--- src/hw/rtl/cbr_pkg.sv ---
// Shared constants and types for the conv/bias/ReLU core.
`default_nettype none
package cbr_pkg;
  localparam int IN_SIZE     = 16;
  localparam int IN_CHANNELS = 8;
  localparam int KERNEL      = 3;
  localparam int FILTERS     = 16;
  localparam int STRIDE      = 1;
  localparam int OUT_SIZE    = (IN_SIZE - KERNEL) / STRIDE + 1;
  localparam int IMG_WORDS   = IN_SIZE * IN_SIZE * IN_CHANNELS;
  localparam int WGT_WORDS   = FILTERS * IN_CHANNELS * KERNEL * KERNEL;
  localparam int TAPS        = IN_CHANNELS * KERNEL * KERNEL;
  localparam int IMG_AW      = $clog2(IMG_WORDS);
  localparam int WGT_AW      = $clog2(WGT_WORDS);
  localparam int BIAS_AW     = (FILTERS > 1) ? $clog2(FILTERS) : 1;
  localparam int CH_W        = (IN_CHANNELS > 1) ? $clog2(IN_CHANNELS) : 1;
  localparam int K_W         = (KERNEL > 1) ? $clog2(KERNEL) : 1;
  localparam int ACC_W       = 64;
  localparam int QDEPTH      = 2;

  typedef enum logic [1:0] {
    MODE_PIX  = 2'd0,
    MODE_WGT  = 2'd1,
    MODE_BIAS = 2'd2,
    MODE_COMP = 2'd3
  } mode_t;

  // one classified command handed from front to back
  typedef struct packed {
    mode_t       mode;
    logic [10:0] index;
    logic [31:0] value;
    logic [3:0]  filter_sel;
    logic [3:0]  out_row;
    logic [3:0]  out_col;
  } cmd_t;

  typedef enum logic [2:0] {
    ST_IDLE,
    ST_RUN,
    ST_DRAIN,
    ST_BIAS,
    ST_DONE
  } state_t;
endpackage
`default_nettype wire

--- src/hw/rtl/cbr_front.sv ---
// Front end: accepts commands, drops out-of-range ones, queues the rest.
`default_nettype none
module cbr_front (
  input  wire logic          clk,
  input  wire logic          rst,
  input  wire logic          start,
  output logic               busy,
  input  wire cbr_pkg::cmd_t cmd_in,
  output logic               q_valid,
  output cbr_pkg::cmd_t      q_cmd,
  input  wire logic          q_pop
);
  localparam int PW = (cbr_pkg::QDEPTH > 1) ? $clog2(cbr_pkg::QDEPTH) : 1;

  cbr_pkg::cmd_t          fifo [cbr_pkg::QDEPTH];
  logic [PW-1:0]          wr_ptr;
  logic [PW-1:0]          rd_ptr;
  logic [PW:0]            count;
  logic                   keep;
  logic                   push;

  always_comb begin
    case (cmd_in.mode)
      cbr_pkg::MODE_PIX:  keep = 32'(cmd_in.index) < cbr_pkg::IMG_WORDS;
      cbr_pkg::MODE_WGT:  keep = 32'(cmd_in.index) < cbr_pkg::WGT_WORDS;
      cbr_pkg::MODE_BIAS: keep = 32'(cmd_in.index) < cbr_pkg::FILTERS;
      default:            keep = (32'(cmd_in.filter_sel) < cbr_pkg::FILTERS) &&
                                 (32'(cmd_in.out_row) < cbr_pkg::OUT_SIZE) &&
                                 (32'(cmd_in.out_col) < cbr_pkg::OUT_SIZE);
    endcase
  end

  assign busy    = (count == (PW+1)'(cbr_pkg::QDEPTH));
  assign push    = start && !busy && keep;
  assign q_valid = (count != '0);
  assign q_cmd   = fifo[rd_ptr];

  always_ff @(posedge clk) begin
    if (push) begin
      fifo[wr_ptr] <= cmd_in;
    end
    if (rst) begin
      wr_ptr <= '0;
      rd_ptr <= '0;
      count  <= '0;
    end else begin
      if (push) begin
        wr_ptr <= (32'(wr_ptr) == cbr_pkg::QDEPTH - 1) ? '0 : wr_ptr + 1'b1;
      end
      if (q_pop) begin
        rd_ptr <= (32'(rd_ptr) == cbr_pkg::QDEPTH - 1) ? '0 : rd_ptr + 1'b1;
      end
      count <= count + (PW+1)'(push) - (PW+1)'(q_pop);
    end
  end

`ifndef SYNTH
  a_no_pop_empty: assert property (@(posedge clk) disable iff (rst)
    q_pop |-> q_valid) else $error("pop from empty queue");
  a_no_overflow: assert property (@(posedge clk) disable iff (rst)
    busy |=> count <= (PW+1)'(cbr_pkg::QDEPTH)) else $error("queue overflow");
  a_push_counts: assert property (@(posedge clk) disable iff (rst)
    (push && !q_pop) |=> count == $past(count) + 1'b1) else $error("count slip");
`endif
endmodule
`default_nettype wire

--- config.mk ---
export PLATFORM = sky130hd
export DESIGN_NAME = cbr_front
export DESIGN_NICKNAME = d
export VERILOG_FILES = /design/src/hw/rtl/cbr_pkg.sv /design/src/hw/rtl/cbr_front.sv
export SDC_FILE = /design/constraint.sdc
export NUM_CORES = 1
export LEC_CHECK = 0
export ABC_AREA = 1
export BUFFER_PORTS_ARGS = -buffer_cell sky130_fd_sc_hd__buf_2
export CELL_PAD_IN_SITES_DETAIL_PLACEMENT = 1
export CELL_PAD_IN_SITES_GLOBAL_PLACEMENT = 1
export CORE_ASPECT_RATIO = 2
export CORE_MARGIN = 8
export CORE_UTILIZATION = 45
export CTS_BUF_LIST = sky130_fd_sc_hd__clkbuf_4 sky130_fd_sc_hd__clkbuf_8
export CTS_CLUSTER_SIZE = 40
export DETAILED_ROUTE_END_ITERATION = 6
export PLACE_DENSITY_LB_ADDON = 0.1
export SYNTH_ARGS = -nofsm -noshare
export SYNTH_HDL_FRONTEND = slang
export SYNTH_SLANG_ARGS = --single-unit
--- constraint.sdc ---
create_clock -name clk -period 4.35 [get_ports clk]
set_input_delay 0.2175 -clock clk [delete_from_list [all_inputs] [get_ports clk]]
set_output_delay 0.2175 -clock clk [all_outputs]
set_load 0.05 [all_outputs]
==> results.cfg, run 1 <==
[logic_synthesis]
synth_nets = 294
synth_xor_area_share_pct = 0.384
ys_seq_elements = 119
muxShareOfSynthArea_pct = 16.6
synth-compound-area-share_pct = 0.549
syn_area_mm2 = 0.00456
synth_area_leaders = edfxtp_1 75%, mux2_4 9.9%, mux2_2 6.7%, dfxtp_1 2.2%, inv_1 1.2%
yosys_warnings = 0
netlist.area_leader.share_pct = 75.1
synthCells = 231
yosys.area.top_type = edfxtp_1
yosys.area_share.simple_pct = 2.31
postSynthAreaPerCell_um2 = 19.7
synth_top_family_by_area = multiplexers
ys_types = 15
synthAdderAreaFrac_pct = 0.549
synth_seq_area_share_pct = 77.3

[timing]
relSlewSlack_pct = 37.4
rsz0062_at_grt = false
drv_slew = 0
fmax_mhz = 400
fin_crit_sh_pct = 57.5
fin_ws_ns = 1.85
hold_viol_final = 0
finalSetupViolations = 0
tightestPinTransition_ns = 0.938
fin_worst_skew_ns = 0.00462
fin_hold_ws_ns = 0.0257
fin_crit_ns = 2.50
tns_ns = 0

[setup_path]
worst-path-buf-inv = 4
path_delay_family = buffers and inverters
crit_top_cell = nand2_1
r2r_start = count[1]$_SDFF_PP0_
cp.required_ns = 4.40
crit_arrival_ns = 2.55
path_class = input pin to register
reg2reg_depth = 6
path_cells = dlygate4sd3_1 > buf_2 > inv_1 > nand2_1 > nor2_1 > nand2_1 > nand3_1 > nand2_1 > nor2_4 > buf_4
cp_slowest_stage_delay_ns = 0.56
worstPathMaxFanout = 37
slowest_stage = buf_4
rr_endpoint = fifo[0][22]$_DFFE_PP_
start_kind = input pin
end_kind = register
rrSetupSlack_ns = 1.96

[global_route]
grt_use_met1_pct = 13.2
grt.total_usage_pct = 14.9
grt_pass1_wl_mm = 15.0
antenna_found_initial = 0
grt_max_degree = 58
met3_usage_pct = 5.53
grt-busiest-layer = met2
met2_usage_pct = 28.1
grt-ovfl-total = 0
grt_pass1_vias = 3058

[clock_network]
clockBufferDepth = 2
clock_latency_ns = 0.41
tritoncts = built
clk_pin_slew_ns = 0.06
cts_buffers = 17
cts_sinks = 119
h-tree-depth = 4
cts_resized = 0
post_cts_buffers = 0
cts-root-buf = clkbuf_8
holdBufCountCts = 53

[floorplan]
rows = 52
die_h_um = 158
core_area_mm2 = 0.0100
start_util_pct = 45.5
boundaryPins = 120
die_x_um = 87.2
die_area_mm2 = 0.0138

[finish]
postLayoutCoreUtil_pct = 61.8
nFillCells = 990
design_area_mm2 = 0.00620
final_cell_mix = 119 x buf_2, 114 x edfxtp_1, 54 x dlygate4sd3_1
n_antenna_cell = 0
final_common_cell = buf_2
drive_above_1_share_pct = 48.6
finish.net_count = 482
fin_cells = 567
areaGrowthSynthToFinish_pct = 35.9

[placed_design]
pre_cts_ws_ns = 1.92
dpl_cell_area_mm2 = 0.00529
hpwl_mm = 6.44
dp_cells = 481
gp_congestion = 0.709
port_buffers = 119

[route]
via_count = 2657
first_pass_iters = 4
final_antenna_net_count = 0
wire_per_inst_um = 17.2
drt_iter0_drc = 108
wirelength_mm = 9.78
drc = 0
via_per_inst = 4.69

[worst_hold_path]
holdPathEnd = fifo[0][56]$_DFFE_PP_
whs_path_depth = 1
hold_start = cmd_in[56]
hold_class = input pin to register

[status]
outcome = finished clean

[pwr]
peakVddDrop_v = 0.000300
p_leak_nw = 2.47
power_mw = 2.80
power.density_mw_per_mm2 = 451

[flow_run]
cap_viol_max_count = 0
routing by layer:
layer / up-vias / part of all wire [%] / wire, µm
met5: - / 0 / 0
met4: 0 / 2.2 / 218
met3: 14 / 5.6 / 546
met2: 78 / 57 / 5610
met1: 1319 / 35 / 3410
li1: 1246 / - / -
flip-flops by register name, summed over array words and instances (netlist names), named ones only:
signal	flops
count	2
fifo	114
rd_ptr	1
wr_ptr	1
report_power, final:
| part | internal (mW) | total (mW) | switching (mW) |
|---|---|---|---|
| registers | 1.33 | 1.37 | 0.0414 |
| clock network | 0.506 | 0.904 | 0.398 |
| logic | 0.182 | 0.522 | 0.340 |
| total | 2.02 | 2.80 | 0.779 |
cell type report:
type | count | area [µm²] | area share [%]
Sequential cell | 119 | 3530 | 56.9
Clock buffer | 19 | 249 | 4.02
Multi-Input combinational cell | 92 | 935 | 15.1
Inverter | 14 | 52.6 | 0.848
Timing Repair Buffer | 175 | 1150 | 18.6
Tap cell | 135 | 169 | 2.73
Clock inverter | 13 | 113 | 1.82
synth_stat cells:
cell type and number:
mux2_2 27, nand2_1 12, ha_1 2, nand3_1 4
mux2_4 30, a21oi_1 3, nor2_1 9, inv_1 14
edfxtp_1 114, buf_6 4, dfxtp_1 5, o21ai_0 2
or2_2 1, xnor2_1 2, buf_2 2
kinds of logic after synthesis:
kind of cell               count (synthesis)
DFF                                      119
muxes                                     57
and+or+nand+nor                           26
buffers and inverters                     20
AOI/OAI and AO/OA                          5
xor gates and xnor gates                   2
adders and majority gates                  2
how the worst max path moves through the flow:
stage / from / endpoint / slack (ns) / cells past startpoint
3_3_place_gp: cmd_in[52] / fifo[0][41]$_DFFE_PP_ / 1.94 / 9
5_1_grt: cmd_in[52] / fifo[0][40]$_DFFE_PP_ / 1.67 / 10
2_1_floorplan: count[1]$_SDFF_PP0_ / fifo[0][0]$_DFFE_PP_ / 0.77 / 5
6_report: cmd_in[52] / fifo[0][22]$_DFFE_PP_ / 1.85 / 10
3_5_place_dp: cmd_in[7] / fifo[0][33]$_DFFE_PP_ / 1.92 / 7
4_1_cts: cmd_in[7] / fifo[0][46]$_DFFE_PP_ / 1.82 / 8
No activity file was read; power rests on OpenSTA's default activity.
==> inputs of run 2 (changes only) <==
==> constraint.sdc (replaced) <==
create_clock -name clk -period 2.4 [get_ports clk]
set_input_delay 0.12 -clock clk [delete_from_list [all_inputs] [get_ports clk]]
set_output_delay 0.12 -clock clk [all_outputs]
set_load 0.05 [all_outputs]
==> run 2 against run 1 <==
Against the previous run: worst setup slack got worse by 1.5 ns; sequential power is 80% higher; combinational power increased by 93%; critical path depth is 4 higher.
==> results.cfg, run 2 (same netlist as run 1, synthesis figures left out) <==
[floorplan]
die_x_um = 87.2
boundaryPins = 120
start_util_pct = 45.5
die_h_um = 158
core_area_mm2 = 0.0100
die_area_mm2 = 0.0138
rows = 52

[finish]
top_regs = fifo: 114 flops, count: 2 flops
areaGrowthSynthToFinish_pct = 37.9
drive_above_1_share_pct = 48.9
finish.net_count = 492
nFillCells = 959
final_cell_mix = 119 x buf_2, 114 x edfxtp_1, 59 x dlygate4sd3_1
final_common_cell = buf_2
largest_reg_flops = 114
n_antenna_cell = 0
fin_cells = 577
top_register = fifo
design_area_mm2 = 0.00628
postLayoutCoreUtil_pct = 62.7

[worst_hold_path]
hold_class = input pin to register

[pwr]
peakVddDrop_v = 0.000585
swShare_pct = 28.6
p_int_mw = 3.57
power_mw = 5.00
clkPwrFrac_pct = 30.7
switching_power_mw = 1.43
power.share.combinational_pct = 20.1
p_seq_share_pct = 49.1
p_leak_nw = 2.52
power.density_mw_per_mm2 = 796

[route]
via_count = 2739
first_pass_iters = 4
drt_iter0_drc = 138
final_antenna_net_count = 0
via_per_inst = 4.75
wire_per_inst_um = 17.9
drc = 0
wirelength_mm = 10.3

[clock_network]
clk_pin_slew_ns = 0.06
cts_sinks = 119
clock_latency_ns = 0.42
cts-root-buf = clkbuf_8
tritoncts = built
post_cts_buffers = 0
clockBufferDepth = 2
h-tree-depth = 4
cts_buffers = 17

[timing]
fin_crit_ns = 2.04
tightestPinTransition_ns = 0.490
drv_slew = 0
rsz0062_at_grt = false
relSlewSlack_pct = 67.3
tns_ns = 0
fmax_mhz = 489
fin_worst_skew_ns = 0.00620
hold_viol_final = 0
fin_ws_ns = 0.356
finalSetupViolations = 0
fin_hold_ws_ns = 0.223
fin_crit_sh_pct = 85.2

[setup_path]
worstPathMaxFanout = 3
cp_slowest_stage_delay_ns = 0.53
path_cells = dlygate4sd3_1 > buf_2 > inv_1 > nand2_1 > nor2_1 > nand2_1 > nand3_1 > nand2_1 > ha_1 > inv_1 > ha_1 > xnor2_1 > o21ai_0 > a21oi_1
crit_top_cell = nand2_1
path_class = input pin to register
cp.required_ns = 2.75
slowest_stage = dlygate4sd3_1
end_kind = register
start_kind = input pin
crit_arrival_ns = 2.39

[placed_design]
dpl_cell_area_mm2 = 0.00536
gp_congestion = 0.776
dp_cells = 486
hpwl_mm = 6.92
port_buffers = 119
pre_cts_ws_ns = 0.483

[status]
outcome = finished clean

[global_route]
antenna_found_initial = 0
grt_max_degree = 48
grt-ovfl-total = 0
grt.total_usage_pct = 15.9
grt_pass1_vias = 3104
grt_pass1_wl_mm = 15.9

[flow_run]
cap_viol_max_count = 0
run 2: changes by cell type in the layout (fill, tap and decap cells not counted):
cell,before,now
dlygate4sd3_1,54,59
buf_4,2,5
buf_12,0,2
clkinv_2,6,8
bufinv_16,2,1
clkinv_1,4,3
run 2: power by group through the flow:
stage               combinational (mW)  sequential [mW]  clock, mW
finish                            1.01             2.46       1.54
global route                      1.06             2.47       1.67
CTS                               1.02             2.46       1.60
detailed placement               0.942             2.50          0
global placement                 0.927             2.49          0
floorplan                        0.713             2.48          0
run 2: what timing repair did:
item                      in CTS  in global routing
hold buffers                  59                  0
resized for setup              0                  0
hold endpoints to repair     118                  0
run 2: path summary, 6_finish.rpt:
path         slack (ns)                  end           startpoint  cells after the start
min reg2reg        0.54  count[1]$_SDFF_PP0_  count[1]$_SDFF_PP0_                      2
max reg2reg        0.46  count[1]$_SDFF_PP0_  count[1]$_SDFF_PP0_                     10
max                0.36  count[1]$_SDFF_PP0_           cmd_in[52]                     14
min                0.22  wr_ptr$_SDFFE_PP0P_                start                      5
run 2: layout make-up:
cell class / instances / area, µm² / area share, %
flip-flops and latches: 119 / 3530 / 56.1
repair buffers: 185 / 1260 / 20.1
clock buffers: 19 / 249 / 3.96
well taps: 135 / 169 / 2.69
multi-input cells: 92 / 935 / 14.9
inverters: 14 / 52.6 / 0.836
clock inverters: 13 / 88.8 / 1.41
run 2: per-layer routing:
| metal | GRT usage, % | part of all wire (%) | up-vias |
|---|---|---|---|
| met5 | 0 | 0 | - |
| met4 | 6.53 | 1.5 | 0 |
| met3 | 6.26 | 5.8 | 13 |
| met2 | 31.5 | 61 | 80 |
| met1 | 13.1 | 31 | 1379 |
| li1 | - | - | 1267 |
run 2: critical path: cells and delay by family:
family | cells | cell delay, ns
AO/OA/AOI/OAI | 2 | 0.25
AND/OR/NAND/NOR | 5 | 0.55
adder cells (fa/ha/maj) | 2 | 0.49
XOR/XNOR | 1 | 0.21
buffers and inverters | 4 | 0.78
==> inputs of run 3 (changes only) <==
==> constraint.sdc (replaced) <==
create_clock -name clk -period 1.9 [get_ports clk]
set_input_delay 0.38 -clock clk [delete_from_list [all_inputs] [get_ports clk]]
set_output_delay 0.38 -clock clk [all_outputs]
set_load 0.05 [all_outputs]
==> run 3 against run 2 <==
Against the previous run: the run now ends with setup timing left; highest routed layer is now met5; wire length increased by 7.1%; register-to-register slack got worse by 0.34 ns; largest cell class unchanged; non-clock buffer count decreased by 45; sequential share of layout area decreased by 2.1 points; final cell count decreased by 8.0%.
==> results.cfg, run 3 (same netlist as run 1, synthesis figures left out) <==
[status]
outcome = complete, but fails checks
failed_checks = setup timing

[route]
wirelength_mm = 11.1
via_per_inst = 4.79
final_antenna_net_count = 0
first_pass_iters = 4
via_count = 2542
drc = 0
drt_iter0_drc = 88
wire_per_inst_um = 20.8

[floorplan]
start_util_pct = 45.5
boundaryPins = 120
core_area_mm2 = 0.0100
die_h_um = 158
rows = 52
die_x_um = 87.2
die_area_mm2 = 0.0138

[clock_network]
clk_pin_slew_ns = 0.06
h-tree-depth = 4
holdBufCountCts = 0
cts_buffers = 17
cts_sinks = 119
clock_latency_ns = 0.42
cts-root-buf = clkbuf_8
clockBufferDepth = 2
tritoncts = built

[finish]
finish.net_count = 447
drive_above_1_share_pct = 60.4
nFillCells = 935
final_common_cell = edfxtp_1
top_regs = fifo: 114 flops, count: 2 flops
n_antenna_cell = 0
top_register = fifo
final_cell_mix = 114 x edfxtp_1, 62 x buf_2, 55 x buf_6
multi_input_area_mm2 = 0.00105
seqCellArea_mm2 = 0.00353
design_area_mm2 = 0.00654
fin_cells = 531
areaGrowthSynthToFinish_pct = 43.4
largest_reg_flops = 114

[setup_path]
worstPathMaxFanout = 5
reg2reg_depth = 10
path_cells = buf_12 > clkbuf_16 > mux2_4 > buf_6
end_kind = output pin
rrSetupSlack_ns = 0.12
cp_slowest_stage_delay_ns = 0.41
setup.worst_path.end = q_cmd[30]
slowest_stage = dfxtp_4
cp.required_ns = 1.52
path_class = register to output pin
crit_arrival_ns = 1.59
r2r_start = count[1]$_SDFF_PP0_
rr_endpoint = count[1]$_SDFF_PP0_
start_kind = register

[timing]
drv_slew = 0
finalSetupViolations = 43
fmax_mhz = 508
relSlewSlack_pct = 84.8
rsz0062_at_grt = true
fin_crit_ns = 1.97
fin_ws_ns = -0.0686
fin_worst_skew_ns = 0.00919
fin_crit_sh_pct = 104
tightestPinTransition_ns = 0.225
hold_viol_final = 0

[flow_run]
cap_viol_max_count = 0

[worst_hold_path]
hold_class = input pin to register

[global_route]
grt_max_degree = 31
grt.total_usage_pct = 16.6
grt_pass1_wl_mm = 16.3
grt_pass1_vias = 2955
grt-ovfl-total = 0
antenna_found_initial = 1

[pwr]
power.density_mw_per_mm2 = 1080
power.share.combinational_pct = 22.2
p_leak_nw = 2.63
switching_power_mw = 1.90
p_int_mw = 5.15
p_seq_share_pct = 43.9
clkPwrFrac_pct = 33.9
swShare_pct = 26.9
peakVddDrop_v = 0.000707

[placed_design]
dpl_cell_area_mm2 = 0.00549
port_buffers = 119
pre_cts_ws_ns = -0.108
hpwl_mm = 6.99
dp_cells = 491
gp_congestion = 0.714
==> run 3: cell count changes in the layout (fill, tap and decap cells not counted), sizes merged <==
cell         change
clkbuf           +4
bufinv           +3
dlygate4sd3     -59
buf             +11
clkinvlp         +1
clkinv           -5
inv              -1
==> run 3: area by class of cell <==
class | count | share of cell area (%)
Clock buffer | 20 | 3.92
Clock inverter | 11 | 2.39
Inverter | 14 | 0.862
Multi-Input combinational cell | 92 | 16.1
Sequential cell | 119 | 54.0
Tap cell | 135 | 2.58
Timing Repair Buffer | 140 | 20.2
==> run 3: how the worst min path moves through the flow <==
stage                                    from                    end  slack [ns]  depth (start not counted)
after CTS                          cmd_in[23]  fifo[0][23]$_DFFE_PP_        0.11                          1
after detailed placement  rd_ptr$_SDFFE_PP0P_               register        0.50                          2
after global placement    rd_ptr$_SDFFE_PP0P_               register        0.49                          2
final                              cmd_in[23]  fifo[0][23]$_DFFE_PP_        0.15                          1
after floorplan                           rst    count[0]$_SDFF_PP0_        0.45                          1
after global routing               cmd_in[15]  fifo[0][15]$_DFFE_PP_        0.11                          1
==> run 3: per-layer routing <==
layer	track usage [%]	part of all wire [%]	vias up
met2	30.4	58	79
met5	0	0.072	-
met4	8.10	2.1	2
li1	-	-	1180
met3	6.72	5.5	13
met1	15.2	34	1268
==> run 3: power by group through the flow <==
stage	Sequential (mW)	Combinational, mW	Clock (mW)
global placement	3.13	1.22	0
finish	3.09	1.57	2.39
detailed placement	3.14	1.25	0
CTS	3.09	1.55	2.44
floorplan	3.13	0.907	0
global route	3.11	1.63	2.55
==> run 3: what timing repair did <==
action                                  CTS  global route
setup buffers                             3             2
endpoints found under the setup margin   57            57
cloned                                    3             3
gates resized for setup                 137             8
endpoints found under the hold margin     0             0
==> run 3: stage by stage <==
step | total power, mW | TNS (ns) | hold WS [ns] | util (%)
6_report | 7.05 | -1.43 | 0.151 | 65.2
5_1_grt | 7.29 | -5.43 | 0.106 | 65.2
4_1_cts | 7.09 | -3.92 | 0.115 | 64.6
3_5_place_dp | 4.39 | -0.108 | 0.504 | 54.8
3_3_place_gp | 4.36 | 0 | 0.493 | 54.8
2_1_floorplan | 4.04 | -13.57 | 0.451 | -
==> run 3: worst max-delay path, delay by kind of cell (launching register included) <==
family / cells / cell delay [ns]
mux: 1 / 0.30
buf+inv: 3 / 0.46
flops: 1 / 0.41
